### config.mk
export PLATFORM = sky130hd
export DESIGN_NAME = ictf_front
export DESIGN_NICKNAME = d
export VERILOG_FILES = /design/src/sv/ictf_pkg.sv /design/src/sv/ictf_front.sv
export SDC_FILE = /design/constraint.sdc
export NUM_CORES = 1
export LEC_CHECK = 0
export BUFFER_PORTS_ARGS = -buffer_cell sky130_fd_sc_hd__buf_2
export CAP_MARGIN = 20
export CORE_AREA = 2 2 121 123
export DETAILED_ROUTE_END_ITERATION = 6
export DIE_AREA = 0 0 123 125
export GPL_TIMING_DRIVEN = 0
export PLACE_DENSITY = 0.58
export SLEW_MARGIN = 20
export SYNTH_ARGS = -nofsm -noshare
export SYNTH_HDL_FRONTEND = slang
export SYNTH_SLANG_ARGS = --single-unit
### constraint.sdc
create_clock -name vclk -period 6.43
set_clock_uncertainty 0.1 [all_clocks]
set_input_delay 1.286 -clock vclk [all_inputs]
set_output_delay 1.286 -clock vclk [all_outputs]
set_load 0.1 [all_outputs]
### src/sv/ictf_pkg.sv
// shared types, constants and helpers of the tilt complementary filter
package ictf_pkg;

    // angles inside the block are degrees * 2^16
    localparam logic signed [27:0] DEG180 = 28'sd11796480;
    localparam logic signed [26:0] DEG90  = 27'sd5898240;

    // blend divider operand widths
    localparam int unsigned DIV_NW = 52;
    localparam int unsigned DIV_DW = 27;
    localparam logic [9:0]  US_PER_MS = 10'd1000;

    // gyro increment |rate*dt| * 2^16 / (131 * 1e6), rounded, reduced by 64 to
    // (n * 1024 + 1023437) / 2046875; reciprocal estimate plus remainder fix
    localparam logic [20:0] INC_D     = 21'd2046875;
    localparam logic [21:0] INC_D2    = 22'd4093750;
    localparam logic [19:0] INC_RND   = 20'd1023437;
    localparam logic [31:0] INC_RECIP = 32'((64'd1 << 52) / 64'd2046875);

    localparam int unsigned TABLE_LEN = 24;

    typedef struct packed {
        logic [13:0]        tau_ms;
        logic signed [15:0] off_x;
        logic signed [15:0] off_y;
    } cfg_t;

    typedef struct packed {
        logic               zero;
        logic signed [27:0] x;
        logic signed [27:0] y;
        logic signed [26:0] z;
    } cordic_init_t;

    typedef struct packed {
        cordic_init_t       ax;
        cordic_init_t       ay;
        logic signed [15:0] gx;
        logic signed [15:0] gy;
        logic [15:0]        dt;
    } item_t;

    typedef struct packed {
        logic empty;
        logic full;
    } q_stat_t;

    // arctangent of 2^-i in degrees * 2^16, rounded to nearest
    function automatic logic signed [26:0] atan_q16(input logic [4:0] i);
        logic signed [26:0] r;
        unique case (i)
            5'd0:  r = 27'sd2949120;
            5'd1:  r = 27'sd1740967;
            5'd2:  r = 27'sd919879;
            5'd3:  r = 27'sd466945;
            5'd4:  r = 27'sd234379;
            5'd5:  r = 27'sd117304;
            5'd6:  r = 27'sd58666;
            5'd7:  r = 27'sd29335;
            5'd8:  r = 27'sd14668;
            5'd9:  r = 27'sd7334;
            5'd10: r = 27'sd3667;
            5'd11: r = 27'sd1833;
            5'd12: r = 27'sd917;
            5'd13: r = 27'sd458;
            5'd14: r = 27'sd229;
            5'd15: r = 27'sd115;
            5'd16: r = 27'sd57;
            5'd17: r = 27'sd29;
            5'd18: r = 27'sd14;
            5'd19: r = 27'sd7;
            5'd20: r = 27'sd4;
            5'd21: r = 27'sd2;
            5'd22: r = 27'sd1;
            default: r = 27'sd0;
        endcase
        return r;
    endfunction

    // saturate to +-180 degrees
    function automatic logic signed [24:0] clamp180(input logic signed [27:0] v);
        logic signed [24:0] r;
        if (v > DEG180)
            r = 25'(DEG180);
        else if (v < -DEG180)
            r = 25'(-DEG180);
        else
            r = 25'(v);
        return r;
    endfunction

endpackage

### src/sv/ictf_front.sv
// front end: unpacks an input transaction and sets up both cordic vectors
module ictf_front (
    input  logic [95:0]    tdata,
    output ictf_pkg::item_t item
);
    import ictf_pkg::*;

    // quadrant pre-rotation so the vector lands in the right half plane
    function automatic cordic_init_t prerot(input logic signed [16:0] yv,
                                            input logic signed [16:0] xv);
        cordic_init_t       r;
        logic signed [27:0] xs;
        logic signed [27:0] ys;
        xs = 28'(xv) <<< 8;
        ys = 28'(yv) <<< 8;
        r.zero = (xv == 17'sd0) && (yv == 17'sd0);
        if (xs < 0)
        begin
            if (ys >= 0)
            begin
                r.z = DEG90;
                r.x = ys;
                r.y = -xs;
            end
            else
            begin
                r.z = -DEG90;
                r.x = -ys;
                r.y = xs;
            end
        end
        else
        begin
            r.z = 27'sd0;
            r.x = xs;
            r.y = ys;
        end
        return r;
    endfunction

    logic signed [16:0] ax_w;
    logic signed [16:0] ay_w;
    logic signed [16:0] az_w;
    logic signed [16:0] nax_w;

    assign ax_w  = 17'($signed(tdata[15:0]));
    assign ay_w  = 17'($signed(tdata[31:16]));
    assign az_w  = 17'($signed(tdata[47:32]));
    assign nax_w = -ax_w;

    // x tilt is atan2(ay, az), y tilt is atan2(-ax, az)
    assign item.ax = prerot(ay_w, az_w);
    assign item.ay = prerot(nax_w, az_w);
    assign item.gx = $signed(tdata[63:48]);
    assign item.gy = $signed(tdata[79:64]);
    assign item.dt = tdata[95:80];

endmodule

* Word level (Yosys, flattened, before mapping) *
Index checks and enable logic that the tools add are counted.

storage, ports and cells
  register bits after elaboration = 0
  bits of input ports = 96
  output and inout bits = 216
  word-level logic and storage cells = 16

operators by class
  add/sub/neg operators = 4
  order comparisons = 3
  mux-type cells = 4
  reductions and logical operators = 5

operators by type and width
  cell                 count
  $mux 83              4
  $neg 24->28          2
  $logic_not 17->1     3
  $neg 25->28          1
  $ge 25x1->1 const B  1
  $ge 24x1->1 const B  1
  $lt 24x1->1 const B  1
  $neg 16->17          1
  $logic_and 1x1->1    2

* Logic depth before layout (Yosys ltp) *
  word-level depth = 4
  gate-level depth with buffers = 11
  gate-level depth less buffers = 9

* Worst setup path before layout *
No wires, ideal clock.

  path kind = input to output
  start point = input tdata[0]
  end point = output item[122] in the netlist's numbering
  arrival = 5,831 ps
  required time = 5,044 ps
  path slack = -787 ps
  cell stages on the path = 10
  buffers on the path = 2
  cell sequence = inv_1 > ha_1 > buf_2 > nor3b_1 > and4_1 > a21o_1 > inv_1 > clkbuf_1 > o21ai_0 > a211oi_1

RTL lines
  element             line             source
  start: declaration  ictf_front.sv:3  input logic [95:0] tdata,
  end: declaration    ictf_front.sv:4  output ictf_pkg::item_t item

==> impl_metrics.ini <==
[cells_and_area]
area_growth_pct = 40.6
drive_gt1_share_pct = 42.1
layout.sequential_cells = 0
antenna_cells = 0
final_nets = 923
final_core_util_pct = 34.8
register_area_sq_um = 0
final_common_cell = buf_2
nClkBuffers = 0
final_cell_mix = 188 x buf_2, 138 x buf_4, 74 x conb_1, 69 x nor2_1, 50 x a21oi_1

[global_routing]
grt_pass1_wl_um = 20200
grt_max_degree = 11
antenna_found_initial = 0
grt_use_total_pct = 16.1
overflow = 0
grt_pass1_vias = 3741

[run_status]
status = complete, no violations

[routing]
viasPerCell = 4.37
drtAntennaViolNets = 0
drc_errors = 0
wl_per_cell_um = 13.7
routed_wl_um = 13800
vias = 4393
dr.pass1.iters = 5
drt_iter0_markers = 257

[timing]
tightest_slew_ps = 904
hold_viol = 0
fin_crit_ps = 5690
relSlewSlack_pct = 39.2
drv_slew = 0
fin_setup_tns_ps = 0
finalCritPeriodShare_pct = 88.5
fmax_mhz = 176
setup_viol = 0
rsz0062_at_grt = false
fin_hold_ws_ps = 2860

[setup_path]
endpoint = item[121]
worstSetupPathType = in -> out
slowest_stage = nor3b_1
crit_fanout = 10
max_stage_delay_ps = 520
crit_chain = buf_2 -> inv_1 -> ha_1 -> buf_2 -> nor3b_1 -> and4_1 -> a21o_1 -> buf_2 -> buf_2 -> o21ai_0 -> a31oi_1 -> buf_2
required_ps = 5040
crit_arrival_ps = 4310
end_kind = output port
path_common_cell = buf_2
cp-start-kind = primary input
crit_start = tdata[0]

[logic_synthesis]
yosys.area.top_type = buf_4
avgSynthCellArea_sq_um = 6.15
synth_seq_area_share_pct = 0
ys_warn_count = 0
synth_cell_types = 57
syn_inst = 571
ys_top_cells_by_area = buf_4 30%, xnor2_1 9.0%, a21oi_1 7.4%
synth_area_sq_um = 3510
synth_top_area_share_pct = 29.5

[clock_network]
hold_buffers = 0
post-cts-setup-buffers = 0
post_cts_resized = 0

[place]
globalplace.congestion = 0.874
port_buffers = 177
place_hpwl_um = 11900

[job]
max-cap-violations = 0

[floorplanning]
ioPinCount = 312
start_util_pct = 24.7
coreArea_sq_um = 14200
die_y_um = 125
fp.dieW_um = 123
die_area_sq_um = 15400
row_count = 44

[hold_path]
hold_class = in -> out

[power]
p_leak_nw = 2.55
p_per_area_nw_per_um2 = 198
ir_drop_uv = 61.3
## critical path, delay by kind of cell
family                     cells  cell delay [ps]
buffers and inverters          6             1470
and+or+nand+nor                2              840
adders and majority gates      1              150
AOI/OAI and AO/OA              3              540
## cell usage after synthesis (5+ instances only)
library cell / number
a31oi_1: 7
buf_2: 11
nor2_1: 69
a21oi_1: 52
inv_1: 13
mux2i_1: 5
o21ai_0: 27
xor2_1: 19
nand2_1: 42
or3_1: 7
nand3_1: 9
nor4_1: 13
nor3_1: 18
buf_4: 138
xnor2_1: 36
nand2b_1: 6
clkbuf_1: 29
## final cells by class
cell class / count / area [sq um]
inverter: 13 / 48.8
multi-input combinational: 449 / 2540
tap: 184 / 230
buffer: 182 / 1230
timing repair buffer: 177 / 886
fill: 1656 / 9270
## power breakdown
part,total (mW),internal (mW),switching (mW)
Sequential,0,0,0
Clock,0,0,0
Combinational,0.978,0.165,0.813
## metrics by stage
stage          power [mW]  std cells  setup WS [ps]  cell area [sq um]
3_5_place_dp        0.975       1005            740               4940
6_report            0.978       1005            738               4940
3_3_place_gp        0.975       1005            762               4940
2_1_floorplan       0.854        644           42.4               3820
5_1_grt              1.01       1005            425               4940
4_1_cts             0.977       1005            729               4940
## kinds of logic (layout without fill, tap and decap cells)
logic type | after synthesis | after routing | share of synthesized area [%]
AND/OR/NAND/NOR | 195 | 195 | 27.1
XOR/XNOR | 55 | 55 | 13.7
other | 1 | 74 | 0.107
adder cells (fa/ha/maj) | 4 | 4 | 1.43
AO/OA/AOI/OAI | 116 | 116 | 19.8
buffers and inverters | 195 | 372 | 36.4
multiplexers | 5 | 5 | 1.43
## worst min path at each step
stage                         start         to  cells after the start
after floorplan           tdata[30]  item[215]                      1
after global placement    tdata[58]   item[42]                      2
after detailed placement  tdata[61]   item[45]                      2
after CTS                 tdata[49]   item[33]                      2
after global routing      tdata[51]   item[35]                      2
final                     tdata[95]   item[15]                      2
## layer usage
layer / GRT usage [%] / vias up / wire (um)
li1: - / 2234 / -
met1: 20.6 / 1915 / 5710
met2: 27.5 / 223 / 6370
met3: 3.33 / 21 / 1400
met4: 3.61 / 0 / 316
met5: 0 / - / 0
No activity file was read; power rests on OpenSTA's default activity.
