==> src/sv/ictf_pkg.sv <==
// shared types, constants and helpers of the tilt complementary filter
package ictf_pkg;

    // angles inside the block are degrees * 2^16
    localparam logic signed [27:0] DEG180 = 28'sd11796480;
    localparam logic signed [26:0] DEG90  = 27'sd5898240;

    // blend divider operand widths
    localparam int unsigned DIV_NW = 52;
    localparam int unsigned DIV_DW = 27;
    localparam logic [9:0]  US_PER_MS = 10'd1000;

    // gyro increment |rate*dt| * 2^16 / (131 * 1e6), rounded, reduced by 64 to
    // (n * 1024 + 1023437) / 2046875; reciprocal estimate plus remainder fix
    localparam logic [20:0] INC_D     = 21'd2046875;
    localparam logic [21:0] INC_D2    = 22'd4093750;
    localparam logic [19:0] INC_RND   = 20'd1023437;
    localparam logic [31:0] INC_RECIP = 32'((64'd1 << 52) / 64'd2046875);

    localparam int unsigned TABLE_LEN = 24;

    typedef struct packed {
        logic [13:0]        tau_ms;
        logic signed [15:0] off_x;
        logic signed [15:0] off_y;
    } cfg_t;

    typedef struct packed {
        logic               zero;
        logic signed [27:0] x;
        logic signed [27:0] y;
        logic signed [26:0] z;
    } cordic_init_t;

    typedef struct packed {
        cordic_init_t       ax;
        cordic_init_t       ay;
        logic signed [15:0] gx;
        logic signed [15:0] gy;
        logic [15:0]        dt;
    } item_t;

    typedef struct packed {
        logic empty;
        logic full;
    } q_stat_t;

    // arctangent of 2^-i in degrees * 2^16, rounded to nearest
    function automatic logic signed [26:0] atan_q16(input logic [4:0] i);
        logic signed [26:0] r;
        unique case (i)
            5'd0:  r = 27'sd2949120;
            5'd1:  r = 27'sd1740967;
            5'd2:  r = 27'sd919879;
            5'd3:  r = 27'sd466945;
            5'd4:  r = 27'sd234379;
            5'd5:  r = 27'sd117304;
            5'd6:  r = 27'sd58666;
            5'd7:  r = 27'sd29335;
            5'd8:  r = 27'sd14668;
            5'd9:  r = 27'sd7334;
            5'd10: r = 27'sd3667;
            5'd11: r = 27'sd1833;
            5'd12: r = 27'sd917;
            5'd13: r = 27'sd458;
            5'd14: r = 27'sd229;
            5'd15: r = 27'sd115;
            5'd16: r = 27'sd57;
            5'd17: r = 27'sd29;
            5'd18: r = 27'sd14;
            5'd19: r = 27'sd7;
            5'd20: r = 27'sd4;
            5'd21: r = 27'sd2;
            5'd22: r = 27'sd1;
            default: r = 27'sd0;
        endcase
        return r;
    endfunction

    // saturate to +-180 degrees
    function automatic logic signed [24:0] clamp180(input logic signed [27:0] v);
        logic signed [24:0] r;
        if (v > DEG180)
            r = 25'(DEG180);
        else if (v < -DEG180)
            r = 25'(-DEG180);
        else
            r = 25'(v);
        return r;
    endfunction

endpackage

==> src/sv/ictf_queue.sv <==
// two-entry queue between the front end and the filter engine
module ictf_queue (
    input  logic              clk,
    input  logic              rst_n,
    input  logic              push,
    input  ictf_pkg::item_t   push_item,
    input  logic              pop,
    output ictf_pkg::item_t   pop_item,
    output ictf_pkg::q_stat_t stat
);
    import ictf_pkg::*;

    item_t      mem_reg [2];
    logic       wptr_reg;
    logic       rptr_reg;
    logic [1:0] count_reg;

    // entry storage
    always_ff @(posedge clk)
    begin
        if (push)
            mem_reg[wptr_reg] <= push_item;
    end

    // pointers and fill level
    always_ff @(posedge clk or negedge rst_n)
    begin
        if (!rst_n)
        begin
            wptr_reg  <= 1'b0;
            rptr_reg  <= 1'b0;
            count_reg <= 2'd0;
        end
        else
        begin
            if (push)
                wptr_reg <= ~wptr_reg;
            if (pop)
                rptr_reg <= ~rptr_reg;
            if (push && !pop)
                count_reg <= count_reg + 2'd1;
            else if (pop && !push)
                count_reg <= count_reg - 2'd1;
        end
    end

    assign pop_item   = mem_reg[rptr_reg];
    assign stat.empty = (count_reg == 2'd0);
    assign stat.full  = (count_reg == 2'd2);

endmodule

==> config.mk <==
export PLATFORM = sky130hd
export DESIGN_NAME = ictf_queue
export DESIGN_NICKNAME = d
export VERILOG_FILES = /design/src/sv/ictf_pkg.sv /design/src/sv/ictf_queue.sv
export SDC_FILE = /design/constraint.sdc
export NUM_CORES = 1
export LEC_CHECK = 0
export ABC_AREA = 1
export BUFFER_PORTS_ARGS = -buffer_cell sky130_fd_sc_hd__buf_2
export CAP_MARGIN = 30
export CORE_MARGIN = 2
export CORE_UTILIZATION = 40
export DETAILED_ROUTE_END_ITERATION = 8
export PLACE_DENSITY = 0.74
export SKIP_CTS_REPAIR_TIMING = 1
export SLEW_MARGIN = 5
export SYNTH_ARGS = -nofsm -noshare
export SYNTH_HDL_FRONTEND = slang
export SYNTH_SLANG_ARGS = --single-unit
==> constraint.sdc <==
create_clock -name clk -period 12.2 [get_ports clk]
set_clock_uncertainty 0.2 [all_clocks]
set_input_delay 0.61 -clock clk [delete_from_list [all_inputs] [get_ports clk]]
set_output_delay 0.61 -clock clk [all_outputs]
set_load 0.02 [all_outputs]
# ---- Word level (Yosys, flattened, before mapping)
# Memory sizes are Yosys's and may differ from the RTL's.
# Cells that the tools add are included.
# W data, S select, Z words.
dict set report word_totals {
  out_inout_bits 218
  ff_bits 4
  elab_cells 19
  mem_bits_rw 432
  memories 1
}
# memory words word_bits read_ports rd_ports_with_merged_regs write_ports line_no
set mem_list {}
lappend mem_list {mem_reg 2 216 1 0 1 ictf_queue.sv:13} ;# item_t mem_reg [2];
dict set report op_classes {
  mux 4
  add_sub_neg 2
  reduce_logical 6
  eq_ne 1
  n_bitwise 2
}
# operator count
set ops {}
lappend ops {{$mux W2} 2}
lappend ops {{$add A2 B1 Y2 const B} 1}
lappend ops {{$eq A2 B2 Y1 const B} 1}
lappend ops {{$logic_and A1 B1 Y1} 2}
lappend ops {{$logic_not A1 Y1} 2}
lappend ops {{$logic_not A2 Y1} 1}
lappend ops {{$mux W1} 2}
lappend ops {{$not A1 Y1} 2}
lappend ops {{$reduce_bool A2 Y1} 1}
lappend ops {{$sub A2 B1 Y2 const B} 1}

# ---- Logic depth before layout (Yosys ltp)
# Gate-level depths: netlist of the first run.
dict set report depth {
  ltp_word 4
  depth_mapped 7
}

# ---- Least setup slack after synthesis of the first run
# Ideal clock, no wire load.
dict set report synth_path {
  path_kind {in2reg}
  from {in push}
  to {mem mem_reg[0][0] (netlist bit), enable pin}
  t_required_ns 11.198
  path_stages 2
  slack_ns 1.523
  path_buffers 0
  arrival_ns 9.675
  cell_sequence {inv_1 -> nor2_1}
}
dict set report synth_between {
  elab_chain_cells 2
}
# item line_no
set synth_lines {}
lappend synth_lines {{start: declaration} ictf_queue.sv:5} ;# input logic push,
lappend synth_lines {{$mux W1} ictf_queue.sv:21} ;# if (push)
lappend synth_lines {{$mux W1 (implied by the code)} ictf_queue.sv:22} ;# mem_reg[wptr_reg] <= push_item;
lappend synth_lines {{end: declaration} ictf_queue.sv:13}
# Every way passes these cells.

==> flow_summary_export.csv, run 1 <==
group,metric,value,unit
synth,yosys_register_bits,436,
clocking,cts_inserted_buffers,44,
sta,hold_viol,0,
synth,synth_top_area_share,0.795,
run_status,outcome,"finished clean",
critical_path,start_kind,"register",
synth,avgSynthCellArea,23.4,sq um
global_routing,grt_pass1_vias,8414,
synth,synthCells,697,
placement,numPlacedInstances,1645,
critical_path,critPathKind,"register to output port",
hold_path,hp-start,"push_item[204]",
synth,synth_warnings,0,
route,vias_per_cell,4.67,
global_routing,grt_pass1_wl,46.9,mm
sta,whs,30.5,ps
critical_path,r2r-end,"mem_reg[0][67]$_DFFE_PP_",
critical_path,crit_path_max_fanout,54,
sta,slew_headroom,0.345,
floorplanning,row_count,73,
cells_and_area,nets,1393,
critical_path,ff2ff_setup_slack,9290,ps
critical_path,critPathArrivalTime,3010,ps
global_routing,overflow,0,
pwr,cellPowerDensity,243,nW/um^2
route,drtIter0Drc,374,
cells_and_area,drive_gt1_frac,0.599,
clocking,path_clk_slew,60,ps
critical_path,rr_startpoint,"wptr_reg$_DFFE_PN0P_",
synth,yosysTopAreaCell,"edfxtp_1",
pwr,peakVddDrop,165,uV
synth,synth_fp_nets,918,
synth,synth_cell_types,14,
pwr,power_leakage,0.00802,uW
route,post_drt_wl_per_cell,18.8,um
clocking,h-tree-depth,2,
synth,synthTopCellsByArea,"edfxtp_1 (79%), mux2_4 (12%), mux2_2 (5.9%), buf_6 (1.1%), dfrtp_1 (0.61%)",
placement,dp_hpwl,22.1,mm
global_routing,grt_max_degree,93,
critical_path,worst_r2r_path_depth,3,
sta,post-route-min-period,3820,ps
sta,max_freq,262,MHz
clocking,cts_tree,"built",
route,drt-total-wl,32.5,mm
route,drc,0,
route,num_vias,8095,
floorplanning,core-area,40000,sq um
route,postRouteAntennaNets,0,
cells_and_area,largest_reg_flops,432,
clocking,cts_sinks,436,
route,drt-pass1-iter-count,4,
critical_path,worstSetupEndpointType,"output port",
synth,yosysSeqAreaShare,0.801,
floorplanning,start_util,0.408,
sta,setup_viol,0,
hold_path,hold_path_end,"mem_reg[0][204]$_DFFE_PP_",
hold_path,hold_depth,1,
sta,period_share,0.313,
clocking,cts.root.buffer_cell,"clkbuf_16",
floorplanning,die_y,206,um
synth,synth_area,16300,sq um
cells_and_area,fin_cells,1733,
sta,rsz0062_at_grt,"false",
floorplanning,die_w,206,um
critical_path,crit_required,11390,ps
hold_path,min_path_type,"primary input to register",
cells_and_area,n_fill_cell,3237,
sta,tns,0,ps
clocking,clock_latency,550,ps
floorplanning,die_area,42400,sq um
global_routing,gr-usage-all-layers,0.147,
placement,gp_congestion,0.762,
sta,drv_slew,0,
cells_and_area,layout-area-overhead-vs-synth,25.3,%
global_routing,grt_antenna_before_repair,6,
floorplanning,ios,438,
pwr,design_power_total,4980,uW
run,cap_violations,0,
sta,worst_pin_slew,982,ps
clocking,clk_path_buf_depth,3,
placement,port_buffers,437,
## kinds of logic after synthesis
family | count (synthesis) | share of synthesized area
flip-flops | 436 | 0.801
multiplexers | 216 | 0.179
buffers and inverters | 31 | 0.0151
XOR/XNOR | 3 | 0.00161
AND/OR/NAND/NOR | 10 | 0.00253
adder cells (fa/ha/maj) | 1 | 0.000767
## placed cells by master (no fill, tap or decap), types with 2 or more instances in the layout
| master | Yosys | routed |
|---|---|---|
| buf_2 | 8 | 437 |
| edfxtp_1 | 432 | 432 |
| mux2_4 | 130 | 130 |
| mux2_2 | 86 | 86 |
| clkbuf_16 | 0 | 45 |
| clkbuf_1 | 0 | 13 |
| clkinv_1 | 0 | 10 |
| buf_4 | 0 | 8 |
| inv_1 | 7 | 6 |
| dlygate4sd3_1 | 0 | 6 |
| nand2_1 | 5 | 5 |
| clkinv_2 | 0 | 4 |
| diode_2 | 0 | 3 |
| inv_6 | 0 | 3 |
| clkinvlp_4 | 0 | 3 |
| dfrtp_1 | 4 | 3 |
| nor2_1 | 3 | 2 |
| xor2_1 | 2 | 2 |
## area by class of cell
type,count,area (sq um),area share
diodes,3,7.51,0.000367
clock buffers,58,1170,0.0575
clock inverters,21,136,0.00667
inverters,7,33.8,0.00165
multi-input cells,230,3010,0.147
flip-flops and latches,436,13100,0.639
well taps,525,657,0.0321
repair buffers,453,2350,0.115
## synthesized netlist by cell type, drive strengths merged
library cell and instances:
xor2 2, inv 7, nor2 3, dfrtp 4, edfxtp 432, ha 1, nand4 1, xnor2 1
mux2 216, nand3 1, nand2 5, buf 24
## power by group
group	switching [uW]	internal (uW)	total [uW]
sequential	103	1990	2090
combinational	955	699	1650
clock	530	699	1230
## per-stage QoR
step / utilization / area, sq um / worst slack (ps)
2_1_floorplan: - / 16300 / 1520
3_3_place_gp: 0.475 / 19000 / 8230
3_5_place_dp: 0.477 / 19100 / 8890
4_1_cts: 0.509 / 20400 / 8280
5_1_grt: 0.511 / 20400 / 8200
6_report: 0.511 / 20400 / 8380
## how the worst max path moves through the flow
| stage | startpoint | to | slack [ps] | depth (start not counted) |
|---|---|---|---|---|
| 2_1_floorplan | push | mem_reg[0][0]$_DFFE_PP_ | 1520 | 2 |
| 3_3_place_gp | push | mem_reg[0][9]$_DFFE_PP_ | 8230 | 5 |
| 3_5_place_dp | rptr_reg$_DFFE_PN0P_ | pop_item[64] | 8890 | 3 |
| 5_1_grt | rptr_reg$_DFFE_PN0P_ | pop_item[4] | 8200 | 3 |
| 4_1_cts | rptr_reg$_DFFE_PN0P_ | pop_item[64] | 8280 | 3 |
| 6_report | rptr_reg$_DFFE_PN0P_ | pop_item[4] | 8380 | 3 |
## critical path, stage by stage (launching register included)
cell     delay (ps)
dfrtp_4         960
buf_4           830
mux2_2          420
buf_2           160
## metal layers
layer | track usage | wire length, um | vias up
met5 | 0 | 48 | -
met4 | 0.0597 | 825 | 8
met3 | 0.0574 | 2950 | 64
met2 | 0.247 | 16400 | 318
met1 | 0.168 | 12300 | 3975
li1 | - | - | 3730
No activity file was read; power rests on OpenSTA's default activity.
==> inputs of run 2 (changes only) <==
==> constraint.sdc (replaced) <==
create_clock -name clk -period 3.9 [get_ports clk]
set_clock_uncertainty 0.2 [all_clocks]
set_input_delay 0.195 -clock clk [delete_from_list [all_inputs] [get_ports clk]]
set_output_delay 0.195 -clock clk [all_outputs]
set_load 0.02 [all_outputs]
==> run 2 against run 1 <==
  * Final cell count increased by 12%
  * Flip-flop and latch count unchanged
  * Critical endpoint is now pop_item[0]
  * Combinational power increased to 3.4 times the previous value
  * Sequential share of layout area decreased by 6.8 points
  * Hold slack improved by 140 ps
  * Core utilization increased by 6.0 points
  * Clock-buffer cell count decreased by 4
  * Final area increased by 12%
  * Register-to-register slack got worse by 7300 ps
==> flow_summary_export.csv, run 2 (same netlist as run 1, synthesis figures left out) <==
group,metric,value,unit
run_status,outcome,"finished clean",
cells_and_area,seqCellArea,13100,sq um
critical_path,rr_startpoint,"wptr_reg$_DFFE_PN0P_",
route,drtIter0Drc,483,
cells_and_area,final_common_cell,"buf_2",
critical_path,worstSetupEndpointType,"output port",
critical_path,start_kind,"register",
placement,gp_congestion,0.750,
clocking,cts_inserted_buffers,43,
clocking,cts.root.buffer_cell,"clkbuf_16",
cells_and_area,largest_reg_flops,432,
route,post_drt_wl_per_cell,18.8,um
critical_path,crit_path_max_fanout,76,
sta,slew_headroom,0.480,
placement,numPlacedInstances,1648,
global_routing,overflow,0,
global_routing,gr-usage-all-layers,0.146,
sta,worst_pin_slew,780,ps
route,vias_per_cell,4.66,
sta,post-route-min-period,2960,ps
clocking,cts_sinks,436,
critical_path,crit_required,3500,ps
sta,rsz0062_at_grt,"false",
route,drt-pass1-iter-count,4,
global_routing,grt_pass1_vias,8373,
cells_and_area,n_fill_cell,2921,
placement,post-place-ws,1530,ps
floorplanning,die_w,206,um
hold_path,hold_depth,2,
run,cap_violations,0,
floorplanning,start_util,0.408,
global_routing,grt_antenna_before_repair,1,
sta,whs,171,ps
clocking,clock_latency,540,ps
sta,hold_viol,0,
critical_path,worst_r2r_path_depth,3,
sta,tns,0,ps
pwr,power_leakage,0.00904,uW
hold_path,min_path_type,"primary input to register",
clocking,h-tree-depth,2,
global_routing,grt_max_degree,125,
hold_path,hp-start,"push_item[26]",
sta,post-route-worst-setup-slack,941,ps
hold_path,hold_path_end,"mem_reg[1][26]$_DFFE_PP_",
critical_path,ff2ff_setup_slack,1990,ps
cells_and_area,nets,1609,
clocking,clk_path_buf_depth,3,
route,postRouteAntennaNets,0,
critical_path,critPathArrivalTime,2560,ps
pwr,cellPowerDensity,716,nW/um^2
cells_and_area,fin_cells,1945,
floorplanning,row_count,73,
pwr,peakVddDrop,593,uV
clocking,cts_tree,"built",
sta,period_share,0.759,
cells_and_area,drive_gt1_frac,0.513,
floorplanning,core-area,40000,sq um
sta,setup_viol,0,
sta,drv_slew,0,
route,num_vias,9068,
cells_and_area,mostFrequentLayoutCells,"buf_2 (437), edfxtp_1 (432), dlygate4sd3_1 (220)",
route,drt-total-wl,36.6,mm
placement,dp_hpwl,22.2,mm
floorplanning,die_area,42400,sq um
global_routing,grt_pass1_wl,47.0,mm
cells_and_area,layout-area-overhead-vs-synth,40.1,%
floorplanning,die_y,206,um
floorplanning,ios,438,
sta,max_freq,338,MHz
critical_path,critPathKind,"register to output port",
route,drc,0,
critical_path,r2r-end,"mem_reg[1][148]$_DFFE_PP_",
clocking,path_clk_slew,60,ps
cells_and_area,multi_input_area,3010,sq um
placement,port_buffers,437,
[run 2: critical path, stage by stage (launching register included)]
cell     delay, ps
dfrtp_4        830
buf_12         490
mux2_2         410
buf_2          160
[run 2: per-stage QoR]
stage	power, uW	utilization	area, sq um
after floorplan	10400	-	16300
after global placement	11900	0.480	19200
after detailed placement	12000	0.480	19200
after CTS	16300	0.516	20700
after global routing	17000	0.571	22900
final	16400	0.571	22900
[run 2: how the worst max path moves through the flow]
| stage | endpoint | depth (start not counted) | slack, ps | from |
|---|---|---|---|---|
| final | pop_item[0] | 3 | 940 | rptr_reg$_DFFE_PN0P_ |
| after CTS | pop_item[52] | 3 | 920 | rptr_reg$_DFFE_PN0P_ |
| after global routing | pop_item[52] | 3 | 860 | rptr_reg$_DFFE_PN0P_ |
| after detailed placement | pop_item[91] | 4 | 1530 | rptr_reg$_DFFE_PN0P_ |
| after floorplan | mem_reg[1][0]$_DFFE_PP_ | 2 | -410 | wptr_reg$_DFFE_PN0P_ |
| after global placement | pop_item[52] | 3 | 1540 | rptr_reg$_DFFE_PN0P_ |
[run 2: metal layers]
layer  vias up  wire [um]  GRT usage
li1       4162          -          -
met1      4471      14100      0.170
met2       362      18900      0.247
met3        73       2720     0.0514
met4         0        974     0.0582
met5         -          0          0
[run 2: power breakdown]
group	switching, uW	leakage [uW]	total [uW]	internal, uW
sequential	315	0.00410	6530	6220
combinational	3130	0.00422	5530	2400
clock	1670	0.000712	4300	2630
total	5110	0.00904	16400	11200
[run 2: area by class of cell]
| type | instances | area share |
|---|---|---|
| multi-input cells | 230 | 0.132 |
| diodes | 1 | 0.000109 |
| clock buffers | 54 | 0.0507 |
| repair buffers | 670 | 0.202 |
| inverters | 7 | 0.00131 |
| well taps | 525 | 0.0287 |
| clock inverters | 22 | 0.0132 |
| flip-flops and latches | 436 | 0.572 |
